--- src/sv/tbr_pkg.sv ---
// Package for the TFTP block receiver: request, result and configuration
// types, protocol codes and register indexes. No dependencies.
package tbr_pkg;

    localparam int unsigned CFG_INDEX_W = 2;
    localparam int unsigned CFG_DATA_W  = 16;

    typedef enum logic [1:0] {
        REQ_START  = 2'd0,
        REQ_PACKET = 2'd1,
        REQ_TIMER  = 2'd2,
        REQ_UNUSED = 2'd3
    } req_kind_t;

    typedef enum logic [1:0] {
        SEND_NONE  = 2'd0,
        SEND_ACK   = 2'd1,
        SEND_OACK  = 2'd2,
        SEND_ERROR = 2'd3
    } send_kind_t;

    typedef enum logic [1:0] {
        ERR_NONE        = 2'd0,
        ERR_NOT_DEFINED = 2'd1,
        ERR_ILLEGAL_OP  = 2'd2,
        ERR_UNKNOWN_TID = 2'd3
    } error_kind_t;

    typedef enum logic [CFG_INDEX_W-1:0] {
        CFG_BLOCK_SIZE  = 2'd0,
        CFG_OPTION_NEG  = 2'd1,
        CFG_RETRY_LIMIT = 2'd2,
        CFG_CLIENT_PORT = 2'd3
    } cfg_index_t;

    localparam logic [15:0] OPCODE_DATA = 16'd3;

    localparam logic [15:0] RESET_BLOCK_SIZE  = 16'd512;
    localparam logic        RESET_OPTION_NEG  = 1'b0;
    localparam logic [7:0]  RESET_RETRY_LIMIT = 8'd5;
    localparam logic [15:0] RESET_CLIENT_PORT = 16'd0;

    typedef struct packed {
        logic [1:0]  req_type;
        logic [15:0] packet_opcode;
        logic [15:0] packet_block;
        logic [15:0] payload_length;
        logic [15:0] source_port;
    } req_t;

    typedef struct packed {
        logic [1:0]  send_kind;
        logic [15:0] ack_block;
        logic [1:0]  error_kind;
        logic        error_to_sender_only;
        logic        write_payload;
        logic        session_over;
    } res_t;

    typedef struct packed {
        logic [15:0] block_size;
        logic        option_negotiated;
        logic [7:0]  retry_limit;
        logic [15:0] client_port;
    } cfg_t;

endpackage

--- src/sv/tbr_if.sv ---
// Handshake channels of the TFTP block receiver: request in, result out.
// Does not depend on tbr_pkg; its field widths mirror the package types.
interface tbr_req_if;
    logic        valid;
    logic        ready;
    logic [1:0]  req_type;
    logic [15:0] packet_opcode;
    logic [15:0] packet_block;
    logic [15:0] payload_length;
    logic [15:0] source_port;

    modport source (output valid, req_type, packet_opcode, packet_block,
                    payload_length, source_port, input ready);
    modport sink (input valid, req_type, packet_opcode, packet_block,
                  payload_length, source_port, output ready);
endinterface

interface tbr_res_if;
    logic        valid;
    logic        ready;
    logic [1:0]  send_kind;
    logic [15:0] ack_block;
    logic [1:0]  error_kind;
    logic        error_to_sender_only;
    logic        write_payload;
    logic        session_over;

    modport source (output valid, send_kind, ack_block, error_kind,
                    error_to_sender_only, write_payload, session_over,
                    input ready);
    modport sink (input valid, send_kind, ack_block, error_kind,
                  error_to_sender_only, write_payload, session_over,
                  output ready);
endinterface

--- src/sv/tftp_block_receiver_unit.sv ---
// Top level of the TFTP block receiver: input register, session decision,
// result register. Depends on tbr_pkg, tbr_if, tbr_cfg_regs, tbr_session
// and tbr_result_stage.
// The request passes the input register, then the result register, where it
// waits while result.ready is low. Throughput: one request per cycle unless
// result.ready holds the flow; the session state update is a single
// compare-and-increment step between the input and result registers.
// Reset: rst_n clears the session and both stages and loads the register
// defaults (block_size 512, no option, retry limit 5, client_port 0).
module tftp_block_receiver_unit (
    input  logic                            clk,
    input  logic                            rst_n,
    input  logic                            wr_en,
    input  logic [tbr_pkg::CFG_INDEX_W-1:0] wr_index,
    input  logic [tbr_pkg::CFG_DATA_W-1:0]  wr_data,
    tbr_req_if.sink                         request,
    tbr_res_if.source                       result
);

    tbr_pkg::cfg_t cfg;
    tbr_pkg::req_t req_reg;
    tbr_pkg::res_t decided;
    logic          req_valid_reg;
    logic          can_load;
    logic          advance;

    // Move the held request on when the result register can take it
    assign advance       = req_valid_reg && can_load;
    assign request.ready = !req_valid_reg || can_load;

    always_ff @(posedge clk or negedge rst_n)
    begin
        if (!rst_n)
        begin
            req_valid_reg <= 1'b0;
        end
        else if (request.ready)
        begin
            req_valid_reg <= request.valid;
        end
    end

    // Capture the request payload
    always_ff @(posedge clk)
    begin
        if (request.ready && request.valid)
        begin
            req_reg.req_type       <= request.req_type;
            req_reg.packet_opcode  <= request.packet_opcode;
            req_reg.packet_block   <= request.packet_block;
            req_reg.payload_length <= request.payload_length;
            req_reg.source_port    <= request.source_port;
        end
    end

    tbr_cfg_regs u_cfg (
        .clk      (clk),
        .rst_n    (rst_n),
        .wr_en    (wr_en),
        .wr_index (wr_index),
        .wr_data  (wr_data),
        .cfg      (cfg)
    );

    tbr_session u_session (
        .clk   (clk),
        .rst_n (rst_n),
        .cfg   (cfg),
        .req   (req_reg),
        .fire  (advance),
        .res   (decided)
    );

    tbr_result_stage u_result (
        .clk      (clk),
        .rst_n    (rst_n),
        .load     (advance),
        .res_in   (decided),
        .can_load (can_load),
        .result   (result)
    );

endmodule

--- src/sv/tbr_cfg_regs.sv ---
// Configuration register file of the TFTP block receiver.
// Depends on tbr_pkg for the register indexes and reset values.
module tbr_cfg_regs (
    input  logic                               clk,
    input  logic                               rst_n,
    input  logic                               wr_en,
    input  logic [tbr_pkg::CFG_INDEX_W-1:0]    wr_index,
    input  logic [tbr_pkg::CFG_DATA_W-1:0]     wr_data,
    output tbr_pkg::cfg_t                      cfg
);

    tbr_pkg::cfg_t cfg_reg;

    // Write the addressed register
    always_ff @(posedge clk or negedge rst_n)
    begin
        if (!rst_n)
        begin
            cfg_reg.block_size        <= tbr_pkg::RESET_BLOCK_SIZE;
            cfg_reg.option_negotiated <= tbr_pkg::RESET_OPTION_NEG;
            cfg_reg.retry_limit       <= tbr_pkg::RESET_RETRY_LIMIT;
            cfg_reg.client_port       <= tbr_pkg::RESET_CLIENT_PORT;
        end
        else if (wr_en)
        begin
            case (wr_index)
                tbr_pkg::CFG_BLOCK_SIZE:  cfg_reg.block_size        <= wr_data;
                tbr_pkg::CFG_OPTION_NEG:  cfg_reg.option_negotiated <= wr_data[0];
                tbr_pkg::CFG_RETRY_LIMIT: cfg_reg.retry_limit       <= wr_data[7:0];
                tbr_pkg::CFG_CLIENT_PORT: cfg_reg.client_port       <= wr_data;
                default: ;
            endcase
        end
    end

    assign cfg = cfg_reg;

endmodule

--- src/sv/tbr_session.sv ---
// Session state and per-request decision of the TFTP block receiver.
// Depends on tbr_pkg for the request, result and configuration types.
module tbr_session (
    input  logic           clk,
    input  logic           rst_n,
    input  tbr_pkg::cfg_t  cfg,
    input  tbr_pkg::req_t  req,
    input  logic           fire,
    output tbr_pkg::res_t  res
);

    logic        active_reg,   active_next;
    logic        awaiting_reg, awaiting_next;
    logic [15:0] last_reg,     last_next;
    logic [15:0] next_ack_reg, next_ack_next;
    logic [7:0]  retry_reg,    retry_next;

    logic [15:0] last_plus_one;
    logic        do_resend;
    logic        do_close;

    assign last_plus_one = last_reg + 16'd1;

    // Decide the reply and the next session state for one request
    always_comb
    begin
        res           = '0;
        active_next   = active_reg;
        awaiting_next = awaiting_reg;
        last_next     = last_reg;
        next_ack_next = next_ack_reg;
        retry_next    = retry_reg;
        do_resend     = 1'b0;
        do_close      = 1'b0;

        case (req.req_type)
            tbr_pkg::REQ_START:
            begin
                active_next   = 1'b1;
                retry_next    = 8'd0;
                last_next     = 16'd0;
                next_ack_next = 16'd1;
                awaiting_next = cfg.option_negotiated;
                res.send_kind = cfg.option_negotiated ? tbr_pkg::SEND_OACK
                                                      : tbr_pkg::SEND_ACK;
            end
            tbr_pkg::REQ_PACKET:
            begin
                if (active_reg && !(awaiting_reg && req.packet_block != 16'd1))
                begin
                    if (req.source_port != cfg.client_port)
                    begin
                        // Stray sender: tell it off, leave the session alone
                        res.send_kind            = tbr_pkg::SEND_ERROR;
                        res.error_kind           = tbr_pkg::ERR_UNKNOWN_TID;
                        res.error_to_sender_only = 1'b1;
                    end
                    else
                    begin
                        awaiting_next = 1'b0;
                        if (req.packet_opcode != tbr_pkg::OPCODE_DATA)
                        begin
                            do_close       = 1'b1;
                            res.send_kind  = tbr_pkg::SEND_ERROR;
                            res.error_kind = tbr_pkg::ERR_ILLEGAL_OP;
                            res.session_over = 1'b1;
                        end
                        else if (req.packet_block == last_plus_one)
                        begin
                            // In-order block: store, ack, close on a short one
                            retry_next        = 8'd0;
                            last_next         = next_ack_reg;
                            next_ack_next     = next_ack_reg + 16'd1;
                            res.send_kind     = tbr_pkg::SEND_ACK;
                            res.ack_block     = next_ack_reg;
                            res.write_payload = 1'b1;
                            if (req.payload_length < cfg.block_size)
                            begin
                                do_close         = 1'b1;
                                res.session_over = 1'b1;
                            end
                        end
                        else if (req.packet_block == last_reg)
                        begin
                            do_resend = 1'b1;
                        end
                    end
                end
            end
            tbr_pkg::REQ_TIMER:
            begin
                do_resend = active_reg;
            end
            default: ;
        endcase

        // Resend the last ACK or OACK, or abort once retries run out
        if (do_resend)
        begin
            if (retry_reg < cfg.retry_limit)
            begin
                retry_next = retry_reg + 8'd1;
                if (awaiting_reg)
                begin
                    res.send_kind = tbr_pkg::SEND_OACK;
                end
                else
                begin
                    res.send_kind = tbr_pkg::SEND_ACK;
                    res.ack_block = last_reg;
                end
            end
            else
            begin
                do_close         = 1'b1;
                res.send_kind    = tbr_pkg::SEND_ERROR;
                res.error_kind   = tbr_pkg::ERR_NOT_DEFINED;
                res.session_over = 1'b1;
            end
        end

        if (do_close)
        begin
            active_next   = 1'b0;
            awaiting_next = 1'b0;
            retry_next    = 8'd0;
        end
    end

    // Commit the session state when a request is decided
    always_ff @(posedge clk or negedge rst_n)
    begin
        if (!rst_n)
        begin
            active_reg   <= 1'b0;
            awaiting_reg <= 1'b0;
            last_reg     <= 16'd0;
            next_ack_reg <= 16'd0;
            retry_reg    <= 8'd0;
        end
        else if (fire)
        begin
            active_reg   <= active_next;
            awaiting_reg <= awaiting_next;
            last_reg     <= last_next;
            next_ack_reg <= next_ack_next;
            retry_reg    <= retry_next;
        end
    end

    a_over_closes: assert property (@(posedge clk) disable iff (!rst_n)
        fire && res.session_over |=> !active_reg)
        else $error("session still active after closing result");

    a_await_needs_session: assert property (@(posedge clk) disable iff (!rst_n)
        awaiting_reg |-> active_reg)
        else $error("awaiting OACK reply without a session");

    a_ack_tracks_last: assert property (@(posedge clk) disable iff (!rst_n)
        active_reg |-> next_ack_reg == last_plus_one)
        else $error("next ack number out of step with last acked block");

    a_write_is_ack: assert property (@(posedge clk) disable iff (!rst_n)
        fire && res.write_payload |-> res.send_kind == tbr_pkg::SEND_ACK
            && res.error_kind == tbr_pkg::ERR_NONE)
        else $error("payload stored without an ACK");

endmodule

--- src/sv/tbr_result_stage.sv ---
// Result register of the TFTP block receiver, drives the result channel.
// Depends on tbr_pkg for the result type and tbr_if for the channel.
module tbr_result_stage (
    input  logic           clk,
    input  logic           rst_n,
    input  logic           load,
    input  tbr_pkg::res_t  res_in,
    output logic           can_load,
    tbr_res_if.source      result
);

    logic          valid_reg;
    tbr_pkg::res_t data_reg;

    // Take a new result when empty or when the held one leaves
    assign can_load = !valid_reg || result.ready;

    always_ff @(posedge clk or negedge rst_n)
    begin
        if (!rst_n)
        begin
            valid_reg <= 1'b0;
        end
        else if (can_load)
        begin
            valid_reg <= load;
        end
    end

    always_ff @(posedge clk)
    begin
        if (can_load && load)
        begin
            data_reg <= res_in;
        end
    end

    assign result.valid                = valid_reg;
    assign result.send_kind            = data_reg.send_kind;
    assign result.ack_block            = data_reg.ack_block;
    assign result.error_kind           = data_reg.error_kind;
    assign result.error_to_sender_only = data_reg.error_to_sender_only;
    assign result.write_payload        = data_reg.write_payload;
    assign result.session_over         = data_reg.session_over;

endmodule

--- src/flat_wrapper.sv ---
// flat-port wrapper written by rule: the top's interface ports become plain ports
module tftp_block_receiver_unit_flat 
  (clk, rst_n, wr_en, wr_index, wr_data, request_valid, request_req_type, request_packet_opcode, request_packet_block, request_payload_length, request_source_port, request_ready, result_valid, result_send_kind, result_ack_block, result_error_kind, result_error_to_sender_only, result_write_payload, result_session_over, result_ready);
  tbr_req_if request_i ();
  tbr_res_if result_i ();
  input  logic clk;
  input  logic rst_n;
  input  logic wr_en;
  input  logic [tbr_pkg::CFG_INDEX_W-1:0] wr_index;
  input  logic [tbr_pkg::CFG_DATA_W-1:0] wr_data;
  input wire logic [$bits(request_i.valid)-1:0] request_valid;
  input wire logic [$bits(request_i.req_type)-1:0] request_req_type;
  input wire logic [$bits(request_i.packet_opcode)-1:0] request_packet_opcode;
  input wire logic [$bits(request_i.packet_block)-1:0] request_packet_block;
  input wire logic [$bits(request_i.payload_length)-1:0] request_payload_length;
  input wire logic [$bits(request_i.source_port)-1:0] request_source_port;
  output wire logic [$bits(request_i.ready)-1:0] request_ready;
  output wire logic [$bits(result_i.valid)-1:0] result_valid;
  output wire logic [$bits(result_i.send_kind)-1:0] result_send_kind;
  output wire logic [$bits(result_i.ack_block)-1:0] result_ack_block;
  output wire logic [$bits(result_i.error_kind)-1:0] result_error_kind;
  output wire logic [$bits(result_i.error_to_sender_only)-1:0] result_error_to_sender_only;
  output wire logic [$bits(result_i.write_payload)-1:0] result_write_payload;
  output wire logic [$bits(result_i.session_over)-1:0] result_session_over;
  input wire logic [$bits(result_i.ready)-1:0] result_ready;
  assign request_i.valid = request_valid;
  assign request_i.req_type = request_req_type;
  assign request_i.packet_opcode = request_packet_opcode;
  assign request_i.packet_block = request_packet_block;
  assign request_i.payload_length = request_payload_length;
  assign request_i.source_port = request_source_port;
  assign request_ready = request_i.ready;
  assign result_valid = result_i.valid;
  assign result_send_kind = result_i.send_kind;
  assign result_ack_block = result_i.ack_block;
  assign result_error_kind = result_i.error_kind;
  assign result_error_to_sender_only = result_i.error_to_sender_only;
  assign result_write_payload = result_i.write_payload;
  assign result_session_over = result_i.session_over;
  assign result_i.ready = result_ready;
  tftp_block_receiver_unit u_core (.clk(clk), .rst_n(rst_n), .wr_en(wr_en), .wr_index(wr_index), .wr_data(wr_data), .request(request_i), .result(result_i));
endmodule
--- config.mk ---
export PLATFORM = sky130hd
export DESIGN_NAME = tftp_block_receiver_unit_flat
export DESIGN_NICKNAME = d
export VERILOG_FILES = /design/src/sv/tbr_pkg.sv /design/src/sv/tbr_if.sv /design/src/sv/tftp_block_receiver_unit.sv /design/src/sv/tbr_cfg_regs.sv /design/src/sv/tbr_session.sv /design/src/sv/tbr_result_stage.sv /design/src/flat_wrapper.sv
export SDC_FILE = /design/constraint.sdc
export NUM_CORES = 1
export LEC_CHECK = 0
export BUFFER_PORTS_ARGS = -buffer_cell sky130_fd_sc_hd__buf_2
export CAP_MARGIN = 20
export CORE_MARGIN = 2
export CORE_UTILIZATION = 52
export DETAILED_ROUTE_END_ITERATION = 8
export PLACE_DENSITY_LB_ADDON = 0.25
export SLEW_MARGIN = 10
export SYNTH_ARGS = -nofsm -noshare
export SYNTH_HDL_FRONTEND = slang
export SYNTH_SLANG_ARGS = --single-unit
--- constraint.sdc ---
create_clock -name clk -period 3.75 [get_ports clk]
set_input_delay 0.375 -clock clk [delete_from_list [all_inputs] [get_ports clk]]
set_output_delay 0.375 -clock clk [all_outputs]
set_load 0.005 [all_outputs]
==> results.txt, run 1 <==
Status: complete, no violations
Setup Crit Path Kind: reg -> reg
WP data arrival: 3.97 ns
Ranking of synthesized cells by area: edfxtp_1, dfrtp_1, nand2_1
CTS tree: built
N_diodes: 0
Crit path max-delay cell type: or4_1
Synthesized flop and latch total: 174
Layout cells sized above 1: 25.1%
Worst slew margin: 43.2%
Final Critical Period: 3.70 ns
Port bufs: 113
CP top delay family: simple AND/OR/NAND/NOR gates
Die Y: 130 um
Die Span X: 130 um
Post-Syn Nets: 855
Worst VDD drop: 331 uV
Post-synth EDFFs: 89
Post-layout util: 62.7%
Final ANT Viol Nets: 0
Critical path capture point type: flip-flop
Vias in the first global route: 5,895
Avg Synthesized Cell Area: 11.2 sq um
Clock Pin Slew Worst Setup and Hold Paths: 0.07 ns
Cell taking the most area after synthesis: edfxtp_1
Vias per std cell: 5.53
Largest register FFs: 66
PwrDens: 526 nW/um^2
Fin. max-slew vios: 0
First-pass GRT wire length: 29.6 mm
# IOs: 114
Crit start category: flip-flop
Yosys cell types: 61
Initial drt markers: 495
# rows: 46
Cell Area, Placed: 9200 sq um
Final hold violation count: 0
Buf+Inv Stages, Crit Path: 2
Core area: 15,700 sq um
Netlist Area Pre-Place: 8280 sq um
CP peak stage delay: 0.57 ns
Period Utilization, post-route: 98.6%
Fill count: 1,231
DRT Wirelength: 18.4 mm
Routed via count: 6,088
Drc violations: 0
Fin nets: 989
Post-synthesis sequential area ratio: 58.0%
Leak: 4.15 nW
Initial antenna violation count: 0
GPL Wtd Cong: 0.882
Placed wire-length estimate: 13.5 mm
Die Area: 16,900 sq um
Max Cap Violations: 0
Most common cell after layout, fill and taps aside: nand2_1
Synth top area share: 32.3%
Synth warn: 0
CTS max path bufs: 2
CP max FO: 10
Global route total overflow: 0
Async SR Flop Fraction: 48.9%
Commonest cells after routing, fill and taps aside: nand2_1, buf_2, edfxtp_1
Hold Path Class: in -> async
WHS: 0.0294 ns
CTS Sinks: 174
Largest net degree at the start of global routing: 67
Slew @ Worst Pin: 0.852 ns
WL/cell: 16.7 um
Skew-Pair Late Insertion Delay: 0.43 ns
Worst R2R Setup Slack: 0.05 ns
Final setup fails: 0
Gr usage total: 22.8%
Crit path cell chain: and4_1, a21boi_1, or4_1, or4_1, or4b_4, nor4b_4, buf_4, o21ai_4, buf_4, o21ai_0
Post-route design area: 9840 sq um
Root buf cell: clkbuf_16
H-tree depth: 4
Syn-to-layout area delta: 18.9%
Total CTS buffers: 17
Max frequency: 270 MHz
Ys flop type: edfxtp_1
Pre-antenna DRT Iters: 5
Worst EP required: 4.03 ns
Cells after Synth: 738
Initial cell density of the core: 52.7%
Worst Skew: 0.00808 ns
-- area by class of cell --
| type | count | area (sq um) | area share, % |
|---|---|---|---|
| inverters | 33 | 124 | 1.26 |
| multi-input cells | 503 | 3260 | 33.1 |
| flip-flops and latches | 174 | 4800 | 48.8 |
| well taps | 216 | 270 | 2.75 |
| repair buffers | 143 | 797 | 8.10 |
| clock buffers | 17 | 425 | 4.32 |
| clock inverters | 15 | 161 | 1.64 |
-- metrics by stage --
step	worst slack, ns	TNS, ns	cells	power (W)
floorplan	0.145	0	738	0.00312
global placement	0.0648	0	1064	0.00341
detailed placement	-0.00374	-0.00374	1064	0.00346
CTS	0.00176	0	1096	0.00519
global route	-0.00514	-0.00563	1101	0.00546
finish	0.0515	0	1101	0.00518
-- logic make-up after synthesis --
kind of cell / share of synthesized area [%]
adder cells (fa/ha/maj): 4.23
AND/OR/NAND/NOR: 16.4
flip-flops: 58.0
AO/OA/AOI/OAI: 10.1
XOR/XNOR: 4.02
multiplexers: 4.17
buffers and inverters: 3.10
-- what timing repair did --
item | 4_1_cts | 5_1_grt
hold buffers | 0 | 0
buffers inserted | 0 | 4
setup endpoints to repair | 2 | 24
cloned | 0 | 1
pin swaps | 0 | 2
gates resized for setup | 1 | 5
-- path summary, 6_finish.rpt --
| path | cells after the start | start | to |
|---|---|---|---|
| max | 10 | u_core.u_session.last_reg[3] | u_core.u_session.last_reg[6] |
| min | 1 | rst_n | u_core.u_session.next_ack_reg[4] |
| min reg2reg | 1 | u_core.u_cfg.cfg[19] | u_core.u_cfg.cfg[19] |
| min in group clk | 1 | request_payload_length[2] | u_core.req_reg[18] |
| max in group asynchronous | 2 | rst_n | u_core.u_cfg.cfg[34] |
| max reg2reg | 10 | u_core.u_session.last_reg[3] | u_core.u_session.last_reg[6] |
-- worst register-to-register path, delay by kind of cell (launching register included) --
family	cells	cell delay, ns
simple gates	5	2.11
flops	1	0.51
compound gates	3	0.55
buf+inv	2	0.38
-- metal layers --
metal  vias to the layer above  track usage, %  wire length [um]
met4                         0            8.29               312
met3                        22            4.22               838
li1                       2951               -                 -
met5                         -               0                 0
met2                       194            35.9              8770
met1                      2921            32.0              8460
-- report_power, final --
part           leakage (nW)  internal (W)  switching, W
Clock                 0.290      0.000896      0.000834
Combinational          1.98      0.000429      0.000512
Sequential             1.87       0.00228      0.000222
Total                  4.15       0.00361       0.00157
-- Yosys cell counts (4+ instances only) --
library cell    n
dfrtp_1        82
nor3_1          6
xor2_1         24
nand3b_1        9
nand4_1        10
inv_1          33
xnor2_1        14
nand2b_1        8
and3_1          8
nand2_1       127
edfxtp_1       89
nand3_1        26
or2_2           5
a21o_1          8
or3_1           7
or4b_1          5
nor2_1         20
a31oi_1         6
clkbuf_1       22
o21ai_0        67
a22o_1          4
ha_1           28
nor4_1         19
a21oi_1        15
o221ai_1        5
and2_1          4
mux2_2         28
Power figures use the tool's default switching activity.
==> run 2: changes to the inputs <==
CORE_MARGIN = 5   (was 2)
==> results.txt, run 2 (synthesis gave the netlist of run 1 again) <==
# IOs: 114 (unchanged)
Worst slew margin: 42.5% (-0.69 points)
N_diodes: 0 (unchanged)
CTS max path bufs: 2 (unchanged)
Setup Crit Path Kind: reg -> reg
Die Span X: 136 um (+4.6%)
Final Critical Period: 3.62 ns (-0.0815 ns)
Final hold violation count: 0 (unchanged)
Max frequency: 276 MHz (+2.3%)
Final setup fails: 0 (unchanged)
Most common cell after layout, fill and taps aside: nand2_1
Placed wire-length estimate: 13.7 mm (+1.7%)
CP max FO: 7 (-3)
Max Cap Violations: 0 (unchanged)
Pre-antenna DRT Iters: 5 (unchanged)
CTS Sinks: 174 (unchanged)
DRT Wirelength: 19.0 mm (+3.1%)
WP data arrival: 3.96 ns (about the same)
Initial antenna violation count: 0 (unchanged)
Root buf cell: clkbuf_16
Vias in the first global route: 6,270 (+6.4%)
Die Area: 18,500 sq um (+9.4%)
Global route total overflow: 0 (unchanged)
Hold Path Class: in -> async
Final Power: 0.00533 W (+3.0%)
Routed via count: 6,183 (+1.6%)
Slew @ Worst Pin: 0.860 ns (+0.00788 ns)
Layout cells sized above 1: 25.4% (+0.31 points)
Die Y: 136 um (+4.6%)
Period Utilization, post-route: 96.5% (-2.2 points)
Gr usage total: 21.2% (-1.6 points)
Vias per std cell: 5.61 (+1.5%)
Worst EP required: 4.09 ns (+0.06 ns)
TNS Setup: 0 ns (unchanged)
Crit path cell chain: xor2_1, a21boi_1, or4_1, or4_1, or4b_4, nor4b_4, o21ai_4, or4b_4, o211ai_1
Critical path capture point type: flip-flop
Crit start category: flip-flop
Worst Skew: 0.0120 ns (+0.00394 ns)
Core area: 15,800 sq um (+0.37%)
H-tree depth: 4 (unchanged)
# rows: 46 (unchanged)
Buf+Inv Stages, Crit Path: 0 (-2)
WL/cell: 17.2 um (+3.0%)
Largest net degree at the start of global routing: 67 (unchanged)
Fin nets: 990 (+0.10%)
CP peak stage delay: 0.57 ns (about the same)
Skew-Pair Late Insertion Delay: 0.43 ns (about the same)
Leak: 4.16 nW (+0.36%)
Worst VDD drop: 325 uV (-1.8%)
Port bufs: 113 (unchanged)
RSZ-0062 raised after global routing: false
Initial drt markers: 536 (+8.3%)
PwrDens: 538 nW/um^2 (+2.4%)
First-pass GRT wire length: 30.9 mm (+4.5%)
CP top delay family: simple AND/OR/NAND/NOR gates
CTS tree: built
Syn-to-layout area delta: 19.6%
Initial cell density of the core: 52.5% (-0.19 points)
Fin. max-slew vios: 0 (unchanged)
Clock Pin Slew Worst Setup and Hold Paths: 0.07 ns (about the same)
Largest register FFs: 66 (unchanged)
Commonest cells after routing, fill and taps aside: nand2_1, buf_2, edfxtp_1
Crit path max-delay cell type: or4_1
GPL Wtd Cong: 0.866 (-1.9%)
Final ANT Viol Nets: 0 (unchanged)
Drc violations: 0 (unchanged)
Total CTS buffers: 17 (unchanged)
Status: complete, no violations
-- run 2: stage by stage --
stage | instance area (sq um) | hold slack, ns | worst slack (ns) | util (%) | instances
2_1_floorplan | 8280 | 0.0794 | 0.145 | - | 738
5_1_grt | 9910 | 0.0956 | 0.00533 | 62.8 | 1102
6_report | 9910 | 0.0368 | 0.133 | 62.8 | 1102
3_3_place_gp | 9200 | 0.490 | 0.112 | 58.3 | 1064
4_1_cts | 9820 | 0.0706 | 0.0208 | 62.3 | 1096
3_5_place_dp | 9200 | 0.496 | 0.0317 | 58.3 | 1064
-- run 2: path summary, 6_finish.rpt --
path | from | to | slack, ns | depth (start not counted)
min in group clk | request_packet_opcode[4] | u_core.req_reg[52] | 0.11 | 1
hold reg to reg | u_core.u_cfg.cfg[23] | u_core.u_cfg.cfg[23] | 0.51 | 1
hold / removal | rst_n | u_core.u_session.next_ack_reg[4] | 0.04 | 1
max in group asynchronous | rst_n | u_core.u_cfg.cfg[34] | 2.81 | 2
setup reg to reg | u_core.u_session.last_reg[6] | u_core.u_session.next_ack_reg[6] | 0.13 | 9
setup / recovery | u_core.u_session.last_reg[6] | u_core.u_session.next_ack_reg[6] | 0.13 | 9
-- run 2: layer usage --
layer	wire length, um	global-route usage (%)
met1	8510	29.2
met2	8940	33.6
met3	1090	4.63
met4	414	7.11
met5	0	0
-- run 2: timing repair --
action                     in CTS  in global routing
gates resized for setup         0                  9
hold buffers                    0                  0
hold endpoints to repair        0                  0
buffers inserted                0                  5
setup endpoints to repair       0                 26
-- run 2: worst reg2reg max path: cells and delay by family, from the launching register on --
family | cells | cell delay, ns
AOI/OAI and AO/OA | 3 | 0.37
xor gates and xnor gates | 1 | 0.21
DFF | 1 | 0.46
and+or+nand+nor | 5 | 2.49
-- run 2: cell type report --
class | instances | area, sq um
Sequential cell | 174 | 4810
Inverter | 33 | 124
Clock buffer | 20 | 458
Timing Repair Buffer | 144 | 801
Clock inverter | 12 | 170
Multi-Input combinational cell | 503 | 3280
Tap cell | 216 | 270
Fill cell | 1295 | 5860
-- run 2: power breakdown --
| group | switching (W) | internal, W | total, W |
|---|---|---|---|
| logic | 0.000510 | 0.000432 | 0.000942 |
| registers | 0.000229 | 0.00229 | 0.00252 |
| clock network | 0.000769 | 0.00111 | 0.00188 |
| total | 0.00151 | 0.00382 | 0.00533 |
